<file path="src/design/shortest_burst_cpu_scheduler_defines.svh">
// Assertion macros used by the scheduler's I/O queue.
`ifndef SHORTEST_BURST_CPU_SCHEDULER_DEFINES_SVH
`define SHORTEST_BURST_CPU_SCHEDULER_DEFINES_SVH

// Same-cycle implication, checked outside reset.
`define SBCS_ASSERT_NOW(lbl, cond, conseq, msg) \
  lbl: assert property (@(posedge clk) disable iff (rst) (cond) |-> (conseq)) else $error(msg);

// Next-cycle implication, checked outside reset.
`define SBCS_ASSERT_NEXT(lbl, cond, conseq, msg) \
  lbl: assert property (@(posedge clk) disable iff (rst) (cond) |=> (conseq)) else $error(msg);

`endif

</file>
<file path="src/design/sbcs_pkg.sv">
// Shared types and codes for the shortest-burst CPU scheduler.
package sbcs_pkg;

  localparam logic [1:0] REQ_HEADER = 2'd0;
  localparam logic [1:0] REQ_BURST  = 2'd1;
  localparam logic [1:0] REQ_TICK   = 2'd2;

  localparam logic CFG_PREEMPT    = 1'b0;
  localparam logic CFG_PROC_COUNT = 1'b1;

  typedef struct packed {
    logic push;
    logic pop;
  } q_ctl_t;

  typedef struct packed {
    logic empty;
    logic full;
  } q_stat_t;

endpackage

</file>
<file path="src/design/sbcs_io_queue.sv">
// I/O wait queue: FIFO of slot numbers with wrap-bit head and tail pointers.
`include "shortest_burst_cpu_scheduler_defines.svh"

module sbcs_io_queue #(
  parameter int DEPTH = 16,
  parameter int SW    = 4
) (
  input  logic             clk,
  input  logic             rst,
  input  sbcs_pkg::q_ctl_t ctl,
  input  logic [SW-1:0]    push_slot,
  output sbcs_pkg::q_stat_t stat,
  output logic [SW-1:0]    head_slot
);

  localparam int QW = $clog2(2 * DEPTH);
  localparam int FW = (DEPTH > 1) ? $clog2(DEPTH) : 1;

  logic [QW-1:0] head;
  logic [QW-1:0] tail;
  logic [QW:0]   qlen;
  logic [FW-1:0] head_idx;
  logic [FW-1:0] tail_idx;
  logic [SW-1:0] fifo [DEPTH];

  function automatic logic [QW-1:0] wrap_inc(input logic [QW-1:0] p);
    return (32'(p) == 2 * DEPTH - 1) ? '0 : QW'(p + 1'b1);
  endfunction

  function automatic logic [FW-1:0] to_idx(input logic [QW-1:0] p);
    return (32'(p) >= DEPTH) ? FW'(32'(p) - DEPTH) : FW'(p);
  endfunction

  assign head_idx = to_idx(head);
  assign tail_idx = to_idx(tail);
  assign qlen = (tail >= head) ? (QW + 1)'(tail - head)
                               : (QW + 1)'((QW + 1)'(tail) + (QW + 1)'(2 * DEPTH) - head);
  assign stat.empty = (qlen == '0);
  assign stat.full  = (32'(qlen) == DEPTH);
  assign head_slot  = fifo[head_idx];

  always_ff @(posedge clk) begin
    if (rst) begin
      head <= '0;
      tail <= '0;
    end else begin
      if (ctl.push) begin
        tail <= wrap_inc(tail);
      end
      if (ctl.pop) begin
        head <= wrap_inc(head);
      end
    end
  end

  always_ff @(posedge clk) begin
    if (ctl.push) begin
      fifo[tail_idx] <= push_slot;
    end
  end

  `SBCS_ASSERT_NOW(a_len_bound, 1'b1, 32'(qlen) <= DEPTH, "io queue length over depth")
  `SBCS_ASSERT_NOW(a_no_push_full, ctl.push, !stat.full, "push into full io queue")
  `SBCS_ASSERT_NOW(a_no_pop_empty, ctl.pop, !stat.empty, "pop from empty io queue")
  `SBCS_ASSERT_NEXT(a_push_fills, ctl.push && !ctl.pop, !stat.empty, "queue empty after push")

endmodule

</file>
<file path="config.mk">
export PLATFORM = sky130hd
export DESIGN_NAME = sbcs_io_queue
export DESIGN_NICKNAME = d
export VERILOG_FILES = /design/src/design/sbcs_pkg.sv /design/src/design/sbcs_io_queue.sv
export VERILOG_INCLUDE_DIRS = /design/src /design/src/design
export SDC_FILE = /design/constraint.sdc
export NUM_CORES = 1
export LEC_CHECK = 0
export ABC_AREA = 1
export BUFFER_PORTS_ARGS = -buffer_cell sky130_fd_sc_hd__buf_2
export CORE_UTILIZATION = 50
export CTS_BUF_LIST = sky130_fd_sc_hd__clkbuf_8
export DETAILED_ROUTE_END_ITERATION = 12
export GPL_TIMING_DRIVEN = 0
export HOLD_SLACK_MARGIN = 0.02
export PLACE_DENSITY = 0.66
export SYNTH_ARGS = -nofsm -noshare
export SYNTH_HDL_FRONTEND = slang
export SYNTH_SLANG_ARGS = --single-unit
</file>
<file path="constraint.sdc">
create_clock -name clk -period 1.5 [get_ports clk]
set_input_delay 0.075 -clock clk [delete_from_list [all_inputs] [get_ports clk]]
set_output_delay 0.075 -clock clk [all_outputs]
set_load 0.01 [all_outputs]
</file>
# Yosys cells after proc, flatten, opt, wreduce, memory -nomap -nowiden
# Memory sizes are Yosys's and may differ from the RTL's.
# Cells that the tools add are included.
[classes]
add_sub_neg = 7
order_cmp = 3
eq_ne = 3
mux = 7
n_reduce_logical = 1
[ops]
columns = ["cell", "n"]
rows = [
  ["$add A5 B1 Y5 const B", 2],
  ["$eq A5 B5 Y1 const B", 2],
  ["$ge A5 B5 Y1 const B", 2],
  ["$mux W5", 2],
  ["$mux W4", 2],
  ["$sub A4 B1 Y4 const B", 2],
  ["$add A5 B6 Y6 const B", 1],
  ["$eq A6 B5 Y1 const B", 1],
  ["$logic_not A6 Y1", 1],
  ["$mux W6", 1],
  ["$sub A5 B5 Y6", 1],
  ["$sub A6 B5 Y6", 1],
  ["$ge A5 B5 Y1", 1],
  ["$mux W1", 2],
]
[totals]
ff_bits = 10
ram_bits = 64
input_bits = 8
output_inout_bits = 6
wordCells = 24
n_memories = 1
[mem_list]
columns = ["name", "depth", "width", "read_ports", "rd_ports_with_merged_regs", "write_ports", "line_no", "rtl"]
rows = [
  ["fifo", 16, 4, 1, 0, 1, "sbcs_io_queue.sv:24", "logic [SW-1:0] fifo [DEPTH];"],
]

# Longest topological paths before layout
# Gate-level depths: netlist of the first run.
[logic_depth]
depth_word = 4
mapped_depth = 9
ltp_nobuf = 9

# Worst setup path before layout of the first run
# Ideal clock, no wire load.
[synth_path]
path_kind = "reg2out"
from = "reg tail[0]"
to = "out stat[0] in the netlist's numbering"
arrival_ns = 1.583
required_ns = 1.425
path_slack_ns = -0.158
stages_incl_launch_ff = 10
path_buffers = 0
path_cell_list = "dfxtp_1 -> inv_1 -> ha_1 -> fa_1 -> nand3b_1 -> nand2_1 -> nand2_1 -> nand2_1 -> inv_1 -> nor2_1"
[synth_rtl]
columns = ["element", "line_no", "rtl"]
rows = [
  ["start, declared", "sbcs_io_queue.sv:20", "logic [QW-1:0] tail;"],
  ["start signal, assigned", "sbcs_io_queue.sv:48", "tail <= wrap_inc(tail);"],
  ["end, declared", "sbcs_io_queue.sv:12", "output sbcs_pkg::q_stat_t stat,"],
]

==> flow_summary.yaml, run 1 <==
status:
  outcome: "finished, violations left"
  violations: "setup timing"
logic_synthesis:
  ys.warnings.count: 0
  synth_cell_types: 20
  syn_nets: 404
  syn_inst: 383
  synth.yosys.seq_area_share: 0.600
  yosys_register_bits: 78
  yosysTopAreaCell: "edfxtp_1"
  synth_area_um2: 3670
  synth-edff-count: 64
  synthFlopType: "edfxtp_1"
  syn_area_per_cell_um2: 9.59
  netlist_top_cells_area: "edfxtp_1 52%, nand2_1 9.8%, dfxtp_1 7.6%"
  yosys-top-cells-count: "96 x nand2_1, 69 x inv_1, 64 x edfxtp_1, 54 x nand3_1, 24 x nor2_1"
  synth_most_common_cell: "nand2_1"
  yosys.area.top_type_share: 0.523
  synth_async_sr_flop_share: 0
place:
  dpl.cell_count: 491
  gp_congestion: 0.830
  io_buffers: 12
  place.detailed.hpwl_um: 5210
worst_hold_path:
  hp-class: "input port to flip-flop"
cells_and_area:
  num_antenna_cells: 0
  layout-drive-gt1-share: 0.328
  syn2layout_area_growth_pct: 23.2
  fin_cells: 514
  nets: 434
global_routing:
  global_route.usage.met2: 0.354
  antenna_found_initial: 0
  grt_pass1_wl_um: 12400
  overflow: 0
  use_met3: 0.0537
  use_met1: 0.315
  grt_pass1_vias: 2415
  grt_max_degree: 17
  top_usage_layer: "met2"
  grt_usage: 0.225
setup_path:
  worstSetupEndpointType: "primary output"
  cp_max_fo: 2
  cp_slowest_stage_delay_ps: 530
  cp_data_arrival_time_ps: 1900
  slowest_stage: "fa_2"
  cp.required_ps: 1420
  crit_path_cell_trace: "inv_4 > ha_4 > fa_2 > nand3_2 > nor2_2 > nand3_2 > nor2_2 > buf_2"
  crit_type: "flip-flop to primary output"
  startpoint_type: "flip-flop"
clock_network:
  ctsRootBufferMaster: "clkbuf_8"
  clk_latency_ps: 350
  htree_levels: 3
  cts_buffer_depth: 2
  cts_tree: "yes"
  numClockSinks: 78
  path_clk_slew_ps: 70
  numCtsBuffers: 9
sta:
  tightestPinTransition_ps: 410
  setup_ws_ps: -475
  slew_violations: 0
  fmax_mhz: 506
  setup_tns_ps: -1500
  setup_violations: 6
  period_needed_ps: 1970
  skew_ps: 7.67
  fin_crit_sh: 1.32
  hold_viol: 0
  slew_headroom: 0.726
  rsz0062_at_grt: "true"
drt:
  dr.pass1.iters: 4
  dr_total_vias: 2628
  drtAntennaViolNets: 0
  drt-initial-drc-count: 157
  remaining_drc_errors: 0
  routed_wirelength_um: 8060
  avgViaCountPerCell: 5.11
  wl_per_cell_um: 15.7
power:
  vdd_ir_drop_max_v: 0.000690
  finalPower_mw: 4.45
  p_per_area_nw_per_um2: 984
  p_leak_nw: 1.89
floorplan:
  rows: 30
  die_h_um: 87.7
  ioPinCount: 14
  dieWidth_um: 87.7
  core_area_um2: 6940
  dieArea_um2: 7690
  start_util: 0.529
flow_run:
  cap_viol_max_count: 0
## layer usage
layer  vias up  part of all wire
li1       1293                 -
met1      1258              0.45
met2        68              0.49
met3         9             0.048
met4         0             0.012
met5         -                 0
## cells by family (layout without fill, tap and decap cells)
group | after synthesis | count (layout) | share of synthesized area
adders and majority gates | 13 | 13 | 0.0463
DFF | 78 | 78 | 0.600
AOI/OAI and AO/OA | 14 | 14 | 0.0198
buffers and inverters | 83 | 118 | 0.105
and+or+nand+nor | 195 | 195 | 0.230
## per-stage QoR
stage | instance area, um2 | hold WS [ps] | setup slack [ps] | util
final | 4520 | 86.6 | -475 | 0.652
after global routing | 4520 | 83.4 | -589 | 0.652
after CTS | 4390 | 67.4 | -524 | 0.632
after detailed placement | 3870 | 283 | -223 | 0.558
after global placement | 3870 | 281 | -182 | 0.558
after floorplan | 3690 | 153 | -44.4 | -
## cell usage in the layout, fill, tap and decap left out, types with 7 or more instances in the layout
cell	Yosys	routed
nand2_1	96	77
inv_1	69	65
edfxtp_1	64	64
nand3_2	0	32
nand2_2	10	25
nand3_1	54	22
nor2_2	0	14
buf_2	2	12
ha_1	12	11
clkbuf_8	0	10
nor3_1	9	9
dfxtp_1	14	9
a21oi_1	8	8
buf_6	4	7
## final cells by class
cell class                      count  area (um2)
Fill cell                         546        2420
Sequential cell                    78        2220
Multi-Input combinational cell    222        1410
Inverter                           71         293
Timing Repair Buffer               20         179
Clock buffer                       10         138
Buffer                             11         138
Tap cell                           96         120
Clock inverter                      6        36.3
## where the power goes
part           internal, mW  switching, mW
combinational         0.261          0.376
clock                 0.637          0.765
sequential             2.38         0.0354
total                  3.27           1.18
## worst max-delay path: cells and delay by family (launching register included)
kind          cells  cell delay, ps
fa+ha+maj         2             680
buf+inv           2             170
simple gates      4             340
flops             1             370
## worst paths after layout
path	start	endpoint	slack, ps	cells after the start
min reg2reg	head[4]	head[4]	500	2
max	tail[0]	stat[1]	-470	8
max reg2reg	tail[0]	fifo[3][0]	30	4
min	ctl[1]	tail[2]	90	3
## state kept, by name, indices dropped and copies added, names as in the netlist, named ones only
signal  count
tail        5
head        5
fifo       64
## what timing repair did
action | 4_1_cts | 5_1_grt
setup buffers | 4 | 0
pin swaps | 14 | 16
cloned | 3 | 0
hold buffers | 2 | 0
setup endpoints to repair | 47 | 64
hold endpoints to repair | 4 | 0
gates resized for setup | 59 | 53
(Power assumes the default switching activity.)
==> run 2: changes to the inputs <==
Settings changed: SETUP_SLACK_MARGIN from default to 0.15.
==> flow_summary.yaml, run 2 (synthesized netlist as in run 1, its figures left out) <==
drt:
  dr_total_vias: 2781
  dr.pass1.iters: 5
  drtAntennaViolNets: 0
  avgViaCountPerCell: 5.28
  wl_per_cell_um: 18.2
  routed_wirelength_um: 9610
  drt-initial-drc-count: 230
  remaining_drc_errors: 0
status:
  outcome: "finished, violations left"
  violations: "setup timing"
power:
  p_int_mw: 3.92
  pwr-share-comb: 0.158
  sequentialPowerShare: 0.465
  p_leak_nw: 2.11
  swShare: 0.242
  vdd_ir_drop_max_v: 0.000629
  clkPwrFrac: 0.378
  p_per_area_nw_per_um2: 1030
  p_sw_mw: 1.25
floorplan:
  start_util: 0.529
  core_area_um2: 6940
  die_h_um: 87.7
  dieArea_um2: 7690
  dieWidth_um: 87.7
  ioPinCount: 14
  rows: 30
place:
  place.detailed.hpwl_um: 5290
  io_buffers: 12
  gp_congestion: 0.837
  post-place-ws_ps: -193
global_routing:
  use_met1: 0.323
  grt_pass1_wl_um: 13800
  grt_pass1_vias: 2678
  grt_max_degree: 17
  overflow: 0
  use_met3: 0.0575
  grt_usage: 0.255
  antenna_found_initial: 0
  top_usage_layer: "met2"
  global_route.usage.met2: 0.426
cells_and_area:
  layout_commonest_cell: "inv_1"
  mostFrequentLayoutCells: "67 x inv_1, 66 x nand2_1, 64 x edfxtp_1, 32 x nand3_2, 27 x nand2_2"
  largest_reg_flops: 64
  num_antenna_cells: 0
  syn2layout_area_growth_pct: 37.2
  layout-drive-gt1-share: 0.418
  largest-register: "fifo"
  fillers: 468
  top_regs: "fifo (64), head (5), tail (5)"
  nets: 447
  final_util: 0.725
setup_path:
  cp_top_family: "adder cells"
  cp_data_arrival_time_ps: 1950
  r2r_slack_ps: 100
  slowest_stage: "fa_2"
  crit_path_start: "tail[0]"
  cp_max_fo: 2
  startpoint_type: "flip-flop"
  cp.required_ps: 1420
  cp.depth: 8
  r2r_start: "tail[0]"
  endpoint: "stat[1]"
  cp_slowest_stage_delay_ps: 540
  r2r_cells: 8
  worstSetupEndpointType: "primary output"
  crit_path_cell_trace: "inv_4 > ha_4 > fa_2 > nand3_2 > nor2_1 > nand3_1 > nor2_2 > buf_2"
  crit_type: "flip-flop to primary output"
  reg2reg_to: "tail[3]"
  cp_num_buf_inv: 2
sta:
  setup_tns_ps: -2040
  fin_crit_sh: 1.35
  setup_violations: 6
  rsz0062_at_grt: "true"
  hold-worst-slack_ps: 64.0
  tightestPinTransition_ps: 371
  slew_violations: 0
  setup_ws_ps: -521
  hold_viol: 0
  fmax_mhz: 495
  skew_ps: 10.5
  period_needed_ps: 2020
  slew_headroom: 0.753
clock_network:
  cts_buffer_depth: 2
  numClockSinks: 78
  htree_levels: 3
  clk_latency_ps: 360
  path_clk_slew_ps: 70
  ctsRootBufferMaster: "clkbuf_8"
  numCtsBuffers: 9
  cts_tree: "yes"
flow_run:
  cap_viol_max_count: 0
worst_hold_path:
  hp-class: "input port to flip-flop"
-- run 2: worst min path at each step --
| stage | startpoint | to | slack, ps | cells after the start |
|---|---|---|---|---|
| after CTS | ctl[0] | head[1] | 30 | 3 |
| after floorplan | rst | head[1] | 150 | 1 |
| after detailed placement | rst | head[1] | 280 | 2 |
| after global routing | ctl[0] | head[1] | 60 | 3 |
| final | ctl[0] | head[1] | 60 | 3 |
| after global placement | rst | head[1] | 270 | 2 |
-- run 2: per-stage QoR --
| step | area, um2 | power (mW) | std cells |
|---|---|---|---|
| floorplan | 3690 | 2.77 | 383 |
| global placement | 3870 | 2.92 | 491 |
| detailed placement | 3870 | 2.93 | 491 |
| CTS | 4720 | 5.05 | 523 |
| global route | 5040 | 5.33 | 527 |
| finish | 5040 | 5.18 | 527 |
-- run 2: timing repair --
action / CTS / global route
gates cloned: 5 / 1
endpoints found under the setup margin: 79 / 83
gates resized for setup: 97 / 67
pin swaps: 21 / 30
hold buffers: 1 / 0
buffers inserted: 10 / 3
endpoints found under the hold margin: 4 / 0
-- run 2: worst register-to-register path: cells and delay by family (launching register included) --
kind	cells	cell delay, ps
adder cells (fa/ha/maj)	2	350
buffers and inverters	2	230
AND/OR/NAND/NOR	4	380
flip-flops	1	360
-- run 2: power by group through the flow --
stage,Combinational (mW),Sequential [mW],Clock (mW)
2_1_floorplan,0.328,2.45,0
3_5_place_dp,0.476,2.45,0
6_report,0.817,2.40,1.95
5_1_grt,0.871,2.41,2.05
3_3_place_gp,0.467,2.45,0
4_1_cts,0.695,2.40,1.95
-- run 2: final cells by class --
| cell class | count | area, um2 | share of cell area |
|---|---|---|---|
| inverters | 71 | 284 | 0.0564 |
| well taps | 96 | 120 | 0.0238 |
| flip-flops and latches | 78 | 2220 | 0.440 |
| plain buffers | 12 | 146 | 0.0291 |
| multi-input cells | 222 | 1630 | 0.324 |
| clock buffers | 11 | 151 | 0.0301 |
| clock inverters | 5 | 97.6 | 0.0194 |
| repair buffers | 32 | 389 | 0.0772 |
-- run 2: per-layer routing --
layer | up-vias | part of all wire
met5 | - | 0
met1 | 1325 | 0.39
met2 | 114 | 0.51
met4 | 0 | 0.027
li1 | 1322 | -
met3 | 20 | 0.074
==> run 3: changes to the inputs <==
Settings changed: CORE_UTILIZATION 50 to 58, CTS_BUF_LIST sky130_fd_sc_hd__clkbuf_8 to sky130_fd_sc_hd__clkbuf_4 sky130_fd_sc_hd__clkbuf_8, PLACE_DENSITY 0.66 to 0.75.
==> flow_summary.yaml, run 3 (synthesized netlist as in run 1, its figures left out) <==
status:
  outcome: "finished, violations left"
  violations: "setup timing"
clock_network:
  cts_tree: "yes"
  ctsRootBufferMaster: "clkbuf_8"
  cts_buffer_depth: 2
  numCtsBuffers: 9
  clk_latency_ps: 350
  htree_levels: 3
  path_clk_slew_ps: 80
  numClockSinks: 78
drt:
  routed_wirelength_um: 8960
  dr.pass1.iters: 5
  avgViaCountPerCell: 5.58
  dr_total_vias: 2764
  drt-initial-drc-count: 318
  wl_per_cell_um: 18.1
  drtAntennaViolNets: 0
  remaining_drc_errors: 0
cells_and_area:
  multi_input_area_um2: 1590
  final_util: 0.795
  largest_reg_flops: 64
  layout_commonest_cell: "nand2_1"
  fin_cells: 495
  largest-register: "fifo"
  layout-drive-gt1-share: 0.390
  mostFrequentLayoutCells: "68 x nand2_1, 64 x inv_1, 64 x edfxtp_1, 31 x nand3_2, 25 x nand2_2"
  syn2layout_area_growth_pct: 30.5
  fillers: 353
  seqCellArea_um2: 2220
  nets: 436
  num_antenna_cells: 0
  top_regs: "fifo (64), head (5), tail (5)"
global_routing:
  grt_pass1_vias: 2542
  overflow: 0
  top_usage_layer: "met2"
  global_route.usage.met2: 0.456
  use_met3: 0.0744
  grt_max_degree: 17
  use_met1: 0.374
  grt_pass1_wl_um: 13100
  grt_usage: 0.283
  antenna_found_initial: 0
setup_path:
  cp_data_arrival_time_ps: 1940
  r2r_start: "head[1]"
  reg2reg_to: "head[4]"
  cp_slowest_stage_delay_ps: 540
  r2r_cells: 6
  cp.required_ps: 1420
  r2r_slack_ps: 110
  cp_max_fo: 2
  startpoint_type: "flip-flop"
  crit_path_cell_trace: "inv_4 > ha_4 > fa_2 > nand3_2 > nor2_2 > nand3_2 > nor2_2 > buf_2"
  cp_num_buf_inv: 2
  slowest_stage: "fa_2"
  crit_type: "flip-flop to primary output"
  worstSetupEndpointType: "primary output"
  cp_top_family: "adder cells"
worst_hold_path:
  hold_path_depth: 3
  min_to: "head[1]"
  hp-class: "input port to flip-flop"
  holdCritStartpoint: "ctl[0]"
sta:
  fin_crit_sh: 1.35
  slew_violations: 0
  tightestPinTransition_ps: 468
  period_needed_ps: 2020
  skew_ps: 5.52
  slew_headroom: 0.686
  setup_violations: 6
  fmax_mhz: 495
  hold_viol: 0
  setup_ws_ps: -520
  rsz0062_at_grt: "true"
power:
  vdd_ir_drop_max_v: 0.000904
  clkPwrFrac: 0.380
  swShare: 0.249
  pwr-share-comb: 0.142
  p_sw_mw: 1.25
  p_leak_nw: 2.01
  sequentialPowerShare: 0.478
  p_int_mw: 3.78
  p_per_area_nw_per_um2: 1050
floorplan:
  dieWidth_um: 81.6
  core_area_um2: 6030
  rows: 28
  ioPinCount: 14
  start_util: 0.609
  die_h_um: 81.6
  dieArea_um2: 6650
place:
  dpl.cell_count: 470
  io_buffers: 12
  place.detailed.hpwl_um: 5400
  gp_congestion: 0.851
flow_run:
  cap_viol_max_count: 0
[run 3: area by class of cell]
class,count,area share
sequential,78,0.463
multi-input combinational,222,0.332
inverter,71,0.0606
timing repair buffer,21,0.0457
buffer,12,0.0287
clock buffer,9,0.0258
clock inverter,7,0.0251
tap,75,0.0196
[run 3: worst max path at each step]
stage / depth (start not counted) / start / endpoint / slack (ps)
after CTS: 8 / tail[0] / stat[0] / -540
final: 8 / tail[0] / stat[1] / -520
after floorplan: 7 / tail[0] / stat[0] / -40
after detailed placement: 7 / tail[1] / stat[0] / -230
after global placement: 7 / tail[1] / stat[0] / -190
after global routing: 8 / tail[0] / stat[0] / -590
[run 3: per-stage QoR]
stage / power (mW) / area [um2] / hold slack [ps] / setup slack (ps) / setup TNS [ps]
floorplan: 2.77 / 3690 / 146 / -44.4 / -88.9
global placement: 2.91 / 3850 / 271 / -193 / -460
detailed placement: 2.93 / 3850 / 271 / -226 / -1100
CTS: 4.91 / 4500 / 27.9 / -539 / -1560
global route: 5.17 / 4790 / 42.8 / -593 / -2150
finish: 5.03 / 4790 / 48.5 / -520 / -1680
[run 3: what timing repair did]
item | 4_1_cts | 5_1_grt
gates resized for setup | 85 | 65
hold endpoints to repair | 4 | 0
buffers inserted | 4 | 0
hold buffers | 1 | 0
pin swaps | 11 | 32
gates cloned | 3 | 1
endpoints found under the setup margin | 78 | 75
[run 3: worst reg2reg max path: stages (launching register included)]
cell and delay (ps):
dfxtp_4 400, ha_1 170, inv_1 60, nor3_1 150, ha_2 290, o21ai_0 160
a21oi_1 50
[run 3: layer usage]
metal  vias to the layer above  part of all wire
li1                       1307                 -
met1                      1319              0.41
met2                       119              0.51
met3                        19             0.063
met4                         0             0.020
met5                         -                 0
[run 3: power by group through the flow]
stage / Combinational [mW] / Clock, mW / Sequential [mW]
after floorplan: 0.328 / 0 / 2.45
after global placement: 0.464 / 0 / 2.45
after detailed placement: 0.478 / 0 / 2.45
after CTS: 0.598 / 1.91 / 2.40
after global routing: 0.771 / 1.99 / 2.41
final: 0.716 / 1.91 / 2.40
